## src/hdl/crrs_pkg.sv

```systemverilog
// ---------------------------------------------------------------------------
// Route sampler package
// Shared widths, controller commands, status, coefficient helpers and arctangent table.
// ---------------------------------------------------------------------------
package crrs_pkg;

    localparam int MAX_SAMPLES_DEF = 32;
    localparam int CFG_W    = 6;
    localparam int PT_W     = 32;
    localparam int COEF_W   = 36;
    localparam int QW       = 34;
    localparam int CW       = 62;
    localparam int ZW       = 20;
    localparam int HW       = 16;
    localparam int SUM_W    = 20;
    localparam int NORM_HI  = 58;
    localparam int NORM_LO  = 50;
    localparam int RECIP_SH = 22;
    localparam int DIV_STEPS  = QW;
    localparam int MAC_STEPS  = 5;
    localparam int CORD_STEPS = 16;

    localparam logic signed [ZW-1:0]   PI_Q16   = 20'sd205887;
    localparam logic signed [ZW-1:0]   HEAD_MAX = 20'sd25736;
    localparam logic [19:0]            RECIP10  = 20'd419431;
    localparam logic [3:0]             HCNT_TOP = 4'd9;
    localparam logic signed [PT_W-1:0] SAT_MAX  = 32'sh7FFF_FFFF;
    localparam logic signed [PT_W-1:0] SAT_MIN  = 32'sh8000_0000;

    typedef enum logic [3:0] {
        OP_NONE, OP_LOAD, OP_SEG, OP_WGT, OP_MAC, OP_DINIT, OP_DSTEP, OP_DFIN,
        OP_NINIT, OP_NSTEP, OP_CSTEP, OP_HACC, OP_HDIV, OP_EMIT, OP_FINISH
    } t_op;

    typedef struct packed {
        t_op        op;
        logic [5:0] step;
        logic       second;
        logic       last;
    } t_cmd;

    typedef struct packed {
        logic ps_lt2;
        logic fin;
        logic last_i;
        logic norm_done;
        logic out_free;
    } t_stat;

    typedef logic signed [COEF_W-1:0] t_co;
    typedef logic signed [PT_W-1:0]   t_pt;

    typedef struct packed {
        t_co a;
        t_co b;
        t_co c;
        t_co d;
    } t_coef;

    function automatic t_coef coef_first(t_pt p0, t_pt p1, t_pt p2);
        t_coef r;
        t_co   e0, e1, e2;
        e0 = t_co'(p0);
        e1 = t_co'(p1);
        e2 = t_co'(p2);
        r.a = '0;
        r.b = e0 - (e1 <<< 1) + e2;
        r.c = -(e0 <<< 1) - e0 + (e1 <<< 2) - e2;
        r.d = e0 <<< 1;
        return r;
    endfunction

    function automatic t_coef coef_last(t_pt p0, t_pt p1, t_pt p2);
        t_coef r;
        t_co   e0, e1, e2;
        e0 = t_co'(p0);
        e1 = t_co'(p1);
        e2 = t_co'(p2);
        r.a = '0;
        r.b = e0 - (e1 <<< 1) + e2;
        r.c = e2 - e0;
        r.d = e1 <<< 1;
        return r;
    endfunction

    function automatic t_coef coef_inner(t_pt p0, t_pt p1, t_pt p2, t_pt p3);
        t_coef r;
        t_co   e0, e1, e2, e3;
        e0 = t_co'(p0);
        e1 = t_co'(p1);
        e2 = t_co'(p2);
        e3 = t_co'(p3);
        r.a = -e0 + (e1 <<< 1) + e1 - (e2 <<< 1) - e2 + e3;
        r.b = (e0 <<< 1) - (e1 <<< 2) - e1 + (e2 <<< 2) - e3;
        r.c = e2 - e0;
        r.d = e1 <<< 1;
        return r;
    endfunction

    function automatic logic signed [ZW-1:0] atan_lut(logic [3:0] k);
        logic signed [ZW-1:0] v;
        case (k)
            4'd0:    v = 20'sd51472;
            4'd1:    v = 20'sd30386;
            4'd2:    v = 20'sd16055;
            4'd3:    v = 20'sd8150;
            4'd4:    v = 20'sd4091;
            4'd5:    v = 20'sd2047;
            4'd6:    v = 20'sd1024;
            4'd7:    v = 20'sd512;
            4'd8:    v = 20'sd256;
            4'd9:    v = 20'sd128;
            4'd10:   v = 20'sd64;
            4'd11:   v = 20'sd32;
            4'd12:   v = 20'sd16;
            4'd13:   v = 20'sd8;
            4'd14:   v = 20'sd4;
            default: v = 20'sd2;
        endcase
        return v;
    endfunction

endpackage

```

## src/hdl/crrs_ctrl.sv

```systemverilog
// ---------------------------------------------------------------------------
// Route sampler controller
// Sequences load, segment setup, per-sample evaluation, heading and emit.
// ---------------------------------------------------------------------------
module crrs_ctrl
    import crrs_pkg::*;
(
    input  logic  i_clk,
    input  logic  i_rst_n,
    input  logic  i_in_valid,
    output logic  o_in_ready,
    input  t_stat i_stat,
    output t_cmd  o_cmd
);

    typedef enum logic [3:0] {
        S_IDLE, S_SEG, S_WGT0, S_WGT1, S_MAC, S_DINIT, S_DIV, S_DFIN,
        S_NINIT, S_NORM, S_CORD, S_HACC, S_HDIV, S_EMIT, S_FIN
    } t_state;

    t_state     r_state, n_state;
    logic [5:0] r_cnt, n_cnt;
    logic       r_second, n_second;
    logic       w_last;

    assign o_in_ready = (r_state == S_IDLE);
    assign w_last     = i_stat.last_i && (r_second || !i_stat.fin);

    always_comb begin
        n_state     = r_state;
        n_cnt       = r_cnt;
        n_second    = r_second;
        o_cmd       = '0;
        o_cmd.op    = OP_NONE;
        o_cmd.step  = r_cnt;
        o_cmd.second = r_second;
        o_cmd.last  = w_last;
        case (r_state)
            S_IDLE: begin
                if (i_in_valid) begin
                    o_cmd.op = OP_LOAD;
                    n_second = 1'b0;
                    n_state  = i_stat.ps_lt2 ? S_IDLE : S_SEG;
                end
            end
            S_SEG: begin
                o_cmd.op = OP_SEG;
                n_state  = S_WGT0;
            end
            S_WGT0: begin
                o_cmd.op   = OP_WGT;
                o_cmd.step = 6'd0;
                n_state    = S_WGT1;
            end
            S_WGT1: begin
                o_cmd.op   = OP_WGT;
                o_cmd.step = 6'd1;
                n_cnt      = '0;
                n_state    = S_MAC;
            end
            S_MAC: begin
                o_cmd.op = OP_MAC;
                if (r_cnt == 6'(MAC_STEPS - 1)) begin
                    n_state = S_DINIT;
                end else begin
                    n_cnt = r_cnt + 6'd1;
                end
            end
            S_DINIT: begin
                o_cmd.op = OP_DINIT;
                n_cnt    = '0;
                n_state  = S_DIV;
            end
            S_DIV: begin
                o_cmd.op = OP_DSTEP;
                if (r_cnt == 6'(DIV_STEPS - 1)) begin
                    n_state = S_DFIN;
                end else begin
                    n_cnt = r_cnt + 6'd1;
                end
            end
            S_DFIN: begin
                o_cmd.op = OP_DFIN;
                n_state  = S_NINIT;
            end
            S_NINIT: begin
                o_cmd.op = OP_NINIT;
                n_state  = S_NORM;
            end
            S_NORM: begin
                if (i_stat.norm_done) begin
                    n_cnt   = '0;
                    n_state = S_CORD;
                end else begin
                    o_cmd.op = OP_NSTEP;
                end
            end
            S_CORD: begin
                o_cmd.op = OP_CSTEP;
                if (r_cnt == 6'(CORD_STEPS - 1)) begin
                    n_state = S_HACC;
                end else begin
                    n_cnt = r_cnt + 6'd1;
                end
            end
            S_HACC: begin
                o_cmd.op = OP_HACC;
                n_state  = S_HDIV;
            end
            S_HDIV: begin
                o_cmd.op = OP_HDIV;
                n_state  = S_EMIT;
            end
            S_EMIT: begin
                if (i_stat.out_free) begin
                    o_cmd.op = OP_EMIT;
                    if (!i_stat.last_i) begin
                        n_state = S_WGT0;
                    end else if (i_stat.fin && !r_second) begin
                        n_second = 1'b1;
                        n_state  = S_SEG;
                    end else begin
                        n_state = S_FIN;
                    end
                end
            end
            S_FIN: begin
                o_cmd.op = OP_FINISH;
                n_state  = S_IDLE;
            end
            default: begin
                n_state = S_IDLE;
            end
        endcase
    end

    always_ff @(posedge i_clk) begin
        if (!i_rst_n) begin
            r_state  <= S_IDLE;
            r_cnt    <= '0;
            r_second <= 1'b0;
        end else begin
            r_state  <= n_state;
            r_cnt    <= n_cnt;
            r_second <= n_second;
        end
    end

endmodule

```

## config.mk

```make
export PLATFORM = sky130hd
export DESIGN_NAME = crrs_ctrl
export DESIGN_NICKNAME = d
export VERILOG_FILES = /design/src/hdl/crrs_pkg.sv /design/src/hdl/crrs_ctrl.sv
export SDC_FILE = /design/constraint.sdc
export NUM_CORES = 1
export LEC_CHECK = 0
export ABC_AREA = 1
export ABC_CLOCK_PERIOD_IN_PS = 3570
export BUFFER_PORTS_ARGS = -buffer_cell sky130_fd_sc_hd__buf_2
export CELL_PAD_IN_SITES_DETAIL_PLACEMENT = 1
export CELL_PAD_IN_SITES_GLOBAL_PLACEMENT = 1
export CORE_MARGIN = 5
export CORE_UTILIZATION = 40
export CTS_BUF_LIST = sky130_fd_sc_hd__clkbuf_4
export CTS_CLUSTER_SIZE = 14
export DETAILED_ROUTE_END_ITERATION = 10
export PLACE_DENSITY = 0.95
export SLEW_MARGIN = 5
export SYNTH_ARGS = -nofsm -noshare
export SYNTH_HDL_FRONTEND = slang
export SYNTH_SLANG_ARGS = --single-unit
```

## constraint.sdc

```tcl
create_clock -name i_clk -period 3.57 [get_ports i_clk]
set_input_delay 0.357 -clock i_clk [delete_from_list [all_inputs] [get_ports i_clk]]
set_output_delay 0.357 -clock i_clk [all_outputs]
set_load 0.01 [all_outputs]
```

* Word level (Yosys, flattened, before mapping)
Index checks and enable logic that the tools add are counted.
** Cells by class
- Add/sub/neg operators :: 1
- Eq/ne operators :: 28
- Muxes and demuxes :: 25
- Reductions and logical operators :: 13
** Operators with widths (number)
- 4-bit one-hot mux with 14 select lines :: 2
- 4-bit 2-to-1 mux :: 10
- 6-bit one-hot mux with 5 select lines :: 1
- 4-bit == test (second input constant) :: 7
- 6-bit 2-to-1 mux :: 4
- 2-bit != test (second input constant) :: 11
- 4-bit by 3-bit == test with 1-bit output (second input constant) :: 4
- 6-bit one-hot mux with 2 select lines :: 1
- 5-bit AND reduction :: 2
- 4-bit by 2-bit == test with 1-bit output (second input constant) :: 2
- 6-bit by 1-bit adder with 6-bit output (second input constant) :: 1
- 6-bit by 3-bit == test with 1-bit output (second input constant) :: 1
- 6-bit by 4-bit == test with 1-bit output (second input constant) :: 1
- 6-bit == test (second input constant) :: 1
- 1-bit 2-to-1 mux :: 6
- 6-bit AND reduction :: 1
- 5-bit nonzero test :: 1
- 4-bit by 1-bit == test with 1-bit output (second input constant) :: 1
- 4-bit zero test :: 1
- 2-bit OR reduction :: 2
- 1-bit logical AND :: 2
- 1-bit zero test :: 2
- 1-bit one-hot mux with 2 select lines :: 1
- 2-bit nonzero test :: 1
- 1-bit logical OR :: 1
** Word-level totals
- Register bits after elaboration :: 11
- Input port bits :: 8
- Output and inout port bits :: 13
- Word-level logic and storage cells :: 70

* Longest topological paths before layout
Gate-level depths: netlist (run 1).
- Depth after elaboration :: 6
- Depth in mapped cells :: 11

* Least setup slack after synthesis (run 1)
No wires, ideal clock.
- Kind :: flip-flop to output port
- Start :: register r_state[0]
- End :: output o_cmd[8] (netlist name)
- Arrival :: 1124 ps
- Data required time :: 3213 ps
- Slack :: 2089 ps
- Cell stages (with the launch flop) :: 7
- Cell sequence :: dfxtp_1 > buf_6 > nor2_1 > inv_2 > nor2_4 > inv_1 > o2111ai_1
** RTL lines
- from (decl) :: line crrs_ctrl.sv:21 : t_state r_state, n_state;
- from (signal assigned) :: line crrs_ctrl.sv:143 : r_state <= n_state;
- to (decl) :: line crrs_ctrl.sv:13 : output t_cmd o_cmd

==> results of run 1 <==
[cell usage after synthesis]
cell	instances	area, sq um
nand2_1	63	236
nor2_1	49	184
inv_1	27	101
nand3_1	18	90.1
dfxtp_1	11	220
a21oi_1	6	30.0
o21ai_0	5	25.0
nor2_2	4	25.0
ha_1	3	37.5
inv_2	3	11.3
buf_2	2	10.0
buf_4	2	15.0
nand2_2	2	12.5
nand4_1	2	12.5
nor2_4	2	22.5
o2111ai_1	2	17.5
a211oi_1	1	7.51
and2_4	1	8.76
buf_6	1	11.3
nand3_4	1	17.5
nor3_1	1	5.00
or2_2	1	6.26
xor2_1	1	8.76
[where the power goes]
part,switching [uW],internal (uW)
clock,52.7,51.0
sequential,64.1,167
combinational,505,273
total,622,491
[cell type report]
cell class	count	share of cell area
flip-flops and latches	11	0.176
clock buffers	4	0.0240
well taps	31	0.0311
multi-input cells	162	0.598
inverters	30	0.0902
repair buffers	20	0.0802
[path summary, 6_finish.rpt]
check             startpoint         end  cells past startpoint
setup / recovery  r_state[3]    o_cmd[8]                      6
hold / removal       i_rst_n  r_state[3]                      3
setup reg to reg  r_state[0]  r_state[1]                      9
hold reg to reg     r_second    r_second                      2
[cell families after synthesis]
| family | Yosys count |
|---|---|
| compound gates | 14 |
| xor+xnor | 1 |
| fa+ha+maj | 3 |
| buf+inv | 35 |
| flops | 11 |
| simple gates | 144 |
[routing by layer]
| metal | track usage | part of all wire |
|---|---|---|
| met1 | 0.230 | 0.48 |
| met2 | 0.294 | 0.46 |
| met4 | 0.0796 | 0.022 |
| met5 | 0 | 0 |
| met3 | 0.0306 | 0.033 |
[critical path, stage by stage, from the launching register on]
cell and delay [ns]:
dfxtp_1 0.37, nor2_1 0.27, inv_2 0.10, nor2_1 0.43
a211oi_1 0.10, o2111ai_1 0.10, buf_2 0.16
[through the flow]
step           setup WS [ns]  power [uW]
6_report                1.38        1110
3_3_place_gp            1.81         970
5_1_grt                 1.28        1240
4_1_cts                 1.36        1120
3_5_place_dp            1.75        1000
2_1_floorplan           2.09         806
[registers in the layout (all words and copies together) (netlist names)]
name      cells
r_second      1
r_state       4
r_cnt         6
==> key figures, run 1 <==
Worst setup path
  – Critical Path End Type: output port
  – Biggest fanout along the worst timing path: 7
  – Classification of the worst setup path: flop to output port
  – Startpoint types: flop
  – Critical path data required time: ~3.2 ns
  – R2r setup slk: 1.93 ns
  – Arr. time, crit path: 1.83 ns

Clock network
  – H-tree depth reported by CTS: 1
  – Clock-pin transition on the worst setup and hold timing paths: 0.08 ns
  – TritonCTS sink count: 11
  – Worst-Skew Late Latency: around 0.28 ns
  – Clock Tree Buf Depth: 2
  – CTS tree: done
  – CTS root buf: clkbuf_4
  – Number of CTS-inserted buffers: 3
  – Number of instances resized during post-cts repair: 0
  – # hold bufs at CTS: 0
  – Post CTS Setup Buffer Count: 0

Layout
  – Post-layout utilization of the core: 0.461
  – Fraction of final layout cells sized beyond drive strength 1: 0.167
  – Number of filler cells placed in the layout: 414
  – Synth-to-Final Area Change: 11.9%
  – Post-Layout Inst Area: 1250 sq um
  – Most frequent standard cell in the layout excluding fill and tap cells: nand2_1
  – N_diodes: 0
  – Final cell count without fillers: about 260
  – Area of the multi-input gates: 747 sq um
  – Register Area: 220 sq um
  – Number of nets in the layout: 239
  – Most frequent cells in the layout: nand2_1, nor2_1, inv_1, buf_2, nand3_1

Floorplan
  – Area of the core region: about 2700 sq um
  – Placement row count: 19
  – Die extent in y: 62.8 microns
  – Initial cell density of the core: 0.412
  – Die Footprint: 3950 sq um
  – Chip Width: 62.8 microns
  – I/O pin count: 21

Timing
  – Transition time at the pin with the least slew margin: 0.537 ns
  – Post-Route Setup TNS: 0 ns
  – Number of max-slew violations in the final report: 0
  – Final hold slack: 0.412 ns
  – # setup viols final: 0
  – Max Clock Freq: 0.457 GHz
  – Max-Slew Margin vs Limit: 0.640
  – Final Cycle Share: 0.614
  – Min Clock Period, post-route: 2.19 ns
  – Final Skew: 0.00335 ns
  – RSZ-0062 raised after global routing: false
  – Final-report hold violation count: 0

Yosys
  – Post-synthesis mux area share: 0
  – Synth Area per Inst: 5.37 sq um
  – Xor/xnor share of the synthesized area: 0.00785
  – Count of state elements after synthesis: 11
  – Synthesized-area fraction occupied by adder cells: 0.0336
  – Cell area after synthesis: 1120 sq um
  – Proportion of synthesized chip area in sequential cells: 0.197
  – Compound-cell area share of the yosys netlist: 0.0717
  – Warnings from Yosys: 0
  – Net count after synthesis: 219
  – Count of distinct cell types in the synthesized netlist: 23
  – Main combinational cell family by area after synthesis: simple AND/OR/NAND/NOR gates
  – Mapped Cells: 208
  – Simple-gate portion of the synthesized area: 0.556

Global routing
  – Via count of the first global-routing pass: approximately 1,300
  – Combined global-route utilization of all metal layers: 0.180
  – Remaining Overflow, GRT: 0
  – Pin count of the biggest net entering global routing: 11
  – Antenna violations before repair: 0
  – Global-route wire length before repair: 5850 microns

Route
  – Detailed-routing iteration count for the pre-antenna-repair pass: 4
  – Vias per cell: 5.17
  – Per-cell routed wire length: 13.2 microns
  – Number of remaining DRC errors: 0
  – Violation count after the first detailed-route iteration: 63
  – Total routed wirelength: 3390 microns
  – Via count of the routed design: 1,334
  – Post-DRT Antenna Nets: 0

Placement
  – Placed inst area: 1220 sq um
  – Number of port buffers: 20
  – Sum of net half-perimeters after detailed placement: 2700 microns
  – Routability congestion estimate from global placement: about 0.91
  – Number of cells after detailed placement: 254

Pwr
  – Peak VDD IR: just over 400 uV
  – Total power per unit cell area: 891 nW/um^2
  – Static leakage power: between 0.0007 and 0.0008 uW

Job
  – Max_cap viols: 0

Hold path
  – Class of the tightest hold or removal check: input port to flop

Status
  – Outcome: finished clean
Note: power is estimated with default switching activity, not from simulation.
==> run 2: changes to the inputs <==
- ABC_AREA: 1 -> 0
- ABC_CLOCK_PERIOD_IN_PS: 3570 -> 2250
- CORE_UTILIZATION: 40 -> 41
- PLACE_DENSITY: 0.95 -> 0.92
- clock period: 3.57 -> 2.25 ns (I/O delays scaled with it)
==> key figures, run 2 <==
Layout
  – Max reg flops: 6 (unchanged)
  – Number of nets in the layout: 169 (was 239)
  – Synth-to-Final Area Change: 15.4% (was 11.9%)
  – Number of filler cells placed in the layout: 328 (was 414)
  – Largest registers in the final layout: r_cnt x6, r_state x4, r_second x1 (unchanged)
  – N_diodes: 0 (unchanged)
  – Most frequent cells in the layout: buf_2, o21ai_0, dfxtp_1, nand2_1 (was nand2_1, nor2_1, inv_1, buf_2, nand3_1)
  – Most frequent standard cell in the layout excluding fill and tap cells: buf_2 (was nand2_1)
  – Fraction of final layout cells sized beyond drive strength 1: 0.248 (was 0.167)
  – Area of the multi-input gates: 763 sq um (was 747 sq um)
  – Register Area: 220 sq um (unchanged)
  – Register with the highest flop count: r_cnt (unchanged)

Hold path
  – Hold worst-path end: r_state[0] (was r_state[3])
  – Hold Startpoint: i_stat[4] (was i_rst_n)
  – Hold path cells: 4 (was 3)
  – Class of the tightest hold or removal check: input port to flop (unchanged)

Clock network
  – Number of CTS-inserted buffers: 3 (unchanged)
  – TritonCTS sink count: 11 (unchanged)
  – Clock Tree Buf Depth: 2 (unchanged)
  – Clock-pin transition on the worst setup and hold timing paths: 0.08 ns (about the same)
  – CTS root buf: clkbuf_4 (unchanged)
  – Worst-Skew Late Latency: 0.28 ns (about the same)
  – Number of instances resized during post-cts repair: 0 (unchanged)
  – Post CTS Setup Buffer Count: 0 (unchanged)
  – H-tree depth reported by CTS: 1 (unchanged)
  – CTS tree: done (unchanged)
  – # hold bufs at CTS: 0 (unchanged)

Route
  – Number of remaining DRC errors: 0 (unchanged)
  – Violation count after the first detailed-route iteration: 71 (was 63)
  – Vias per cell: 6.30 (was 5.17)
  – Total routed wirelength: 3590 microns (was 3390 microns)
  – Post-DRT Antenna Nets: 0 (unchanged)
  – Via count of the routed design: 1,178 (was 1,334)
  – Detailed-routing iteration count for the pre-antenna-repair pass: 4 (unchanged)
  – Per-cell routed wire length: 19.2 microns (was 13.2 microns)

Placement
  – Sum of net half-perimeters after detailed placement: 2700 microns (about the same)
  – Worst setup slack before clock tree synthesis: 0.179 ns (was 1.75 ns)
  – Number of port buffers: 20 (unchanged)
  – Routability congestion estimate from global placement: 0.845 (was 0.909)

Worst setup path
  – Biggest fanout along the worst timing path: 16 (was 7)
  – Critical Path End Type: flop (was output port)
  – Startpoint types: flop (unchanged)
  – Largest stage delay, worst path: 0.79 ns (was 0.43 ns)
  – Reg-to-reg critical path endpoint: r_cnt[4] (was r_state[1])
  – Arr. time, crit path: 2.27 ns (was 1.83 ns)
  – R2r setup slk: 0.10 ns (was 1.93 ns)
  – Critical path data required time: 2.37 ns (was 3.21 ns)
  – Worst-path cell chain: nor2b_2 -> and3_1 -> o21a_1 -> o311ai_1 -> o21ai_0 (was nor2_1 -> inv_2 -> nor2_1 -> a211oi_1 -> o2111ai_1 -> buf_2)
  – Classification of the worst setup path: flop to flop (was flop to output port)
  – Worst-case reg-to-reg path depth: 5 (was 9)
  – Worst R2R Start: r_state[2] (was r_state[0])
  – Critical path's slowest cell: dfxtp_1 (was nor2_1)

Global routing
  – Via count of the first global-routing pass: 1,188 (was 1,329)
  – Pin count of the biggest net entering global routing: 17 (was 11)
  – Remaining Overflow, GRT: 0 (unchanged)
  – Antenna violations before repair: 0 (unchanged)
  – Combined global-route utilization of all metal layers: 0.213 (was 0.180)
  – Global-route wire length before repair: 5950 microns (was 5850 microns)

Yosys
  – Area share of the leading cell type in the synthesized netlist: 0.205 (was 0.212)
  – Cell accounting for the most synthesized area: dfxtp_1 (was nand2_1)
  – Net count after synthesis: 148 (was 219)
  – Count of distinct cell types in the synthesized netlist: 50 (was 23)
  – Warnings from Yosys: 0 (unchanged)
  – Top cells by area in the synthesized netlist: dfxtp_1, o21ai_0, nor2b_1 (was nand2_1, dfxtp_1, nor2_1)
  – Synth Area per Inst: 7.84 sq um (was 5.37 sq um)
  – Count of state elements after synthesis: 11 (unchanged)
  – Cell area after synthesis: 1070 sq um (was 1120 sq um)
  – Most frequently used cell type in the post-synthesis netlist: o21ai_0 (was nand2_1)
  – Ranking of synthesized cells by instance count: o21ai_0, dfxtp_1, nand2_1 (was nand2_1, nor2_1, inv_1)
  – Number of flops mapped to enable cells by yosys: 0 (unchanged)
  – Mapped Cells: 137 (was 208)
  – Fraction of synthesis flops using an asynchronous set or reset pin: 0 (unchanged)
  – Proportion of synthesized chip area in sequential cells: 0.205 (was 0.197)
  – Most common flop cell mapped by yosys: dfxtp_1 (unchanged)

Timing
  – Max-Slew Margin vs Limit: 0.521 (was 0.640)
  – Transition time at the pin with the least slew margin: 0.718 ns (was 0.537 ns)
  – Final-report hold violation count: 0 (unchanged)
  – Number of max-slew violations in the final report: 0 (unchanged)
  – Min Clock Period, post-route: 2.15 ns
  – Final hold slack: 0.279 ns (was 0.412 ns)
  – # setup viols final: 0 (unchanged)
  – Post-Route Setup TNS: 0 ns (unchanged)
  – Final Cycle Share: 0.955
  – Max Clock Freq: approximately 0.47 GHz
  – Final Skew: 0.00370 ns (was 0.00335 ns)
  – Worst-case setup margin in the final layout: 0.101 ns (was 1.38 ns)

Status
  – Outcome: finished clean (unchanged)

Floorplan
  – I/O pin count: 21 (unchanged)
  – Initial cell density of the core: 0.429 (was 0.412)
  – Chip Width: 61.2 microns (was 62.8 microns)
  – Area of the core region: 2500 sq um (was 2710 sq um)
  – Die extent in y: 61.2 microns (was 62.8 microns)
  – Placement row count: 18 (was 19)
  – Die Footprint: 3740 sq um (was 3950 sq um)

Job
  – Max_cap viols: 0 (unchanged)

Pwr
  – Peak VDD IR: 417 uV (was 402 uV)
  – Total power per unit cell area: 575 nW/um^2 (was 891 nW/um^2)
  – Static leakage power: 0.000502 uW (was 0.000712 uW)
-- run 2: where the power goes --
part	total (uW)	internal (uW)	leakage, uW	switching [uW]
clock network	154	80.9	0.0000184	72.8
registers	249	207	0.0000890	42.4
logic	309	127	0.000395	183
total	712	414	0.000502	298
-- run 2: metrics by stage --
step,std cells,total power (uW),util,cell area (sq um)
after floorplan,137,447,-,1070
after global placement,181,515,0.472,1180
after detailed placement,181,531,0.472,1180
after CTS,185,685,0.484,1210
after global routing,187,759,0.495,1240
final,187,712,0.495,1240
-- run 2: worst max path at each step --
stage                           to       start  depth (start not counted)
after global routing      o_cmd[9]  r_state[2]                          4
after floorplan           r_cnt[2]    r_cnt[0]                          7
after CTS                 r_cnt[4]  r_state[1]                          5
after detailed placement  r_cnt[4]  r_state[1]                          5
final                     r_cnt[4]  r_state[2]                          5
after global placement    r_cnt[0]    r_cnt[0]                          7
-- run 2: layout make-up --
cell class | instances | share of cell area
Timing Repair Buffer | 25 | 0.121
Sequential cell | 11 | 0.178
Inverter | 10 | 0.0303
Multi-Input combinational cell | 107 | 0.616
Tap cell | 30 | 0.0303
Clock buffer | 4 | 0.0242
-- run 2: per-layer routing --
layer,global-route usage,vias to the layer above,routed length (microns)
li1,-,555,-
met1,0.285,575,1560
met2,0.350,39,1770
met3,0.0252,9,178
met4,0.0774,0,81
met5,0,-,0
-- run 2: kinds of logic (layout without fill, tap and decap cells) --
group | Yosys count | after routing | share of synthesized area
multiplexers | 1 | 1 | 0.00932
XOR/XNOR | 1 | 1 | 0.00816
buffers and inverters | 19 | 39 | 0.0839
adder cells (fa/ha/maj) | 3 | 3 | 0.0350
AND/OR/NAND/NOR | 55 | 55 | 0.301
AO/OA/AOI/OAI | 47 | 47 | 0.358
flip-flops | 11 | 11 | 0.205
-- run 2: critical path: cells and delay by family (launching register included) --
| kind | cells | cell delay, ns |
|---|---|---|
| simple gates | 2 | 0.37 |
| compound gates | 3 | 0.83 |
| flops | 1 | 0.79 |
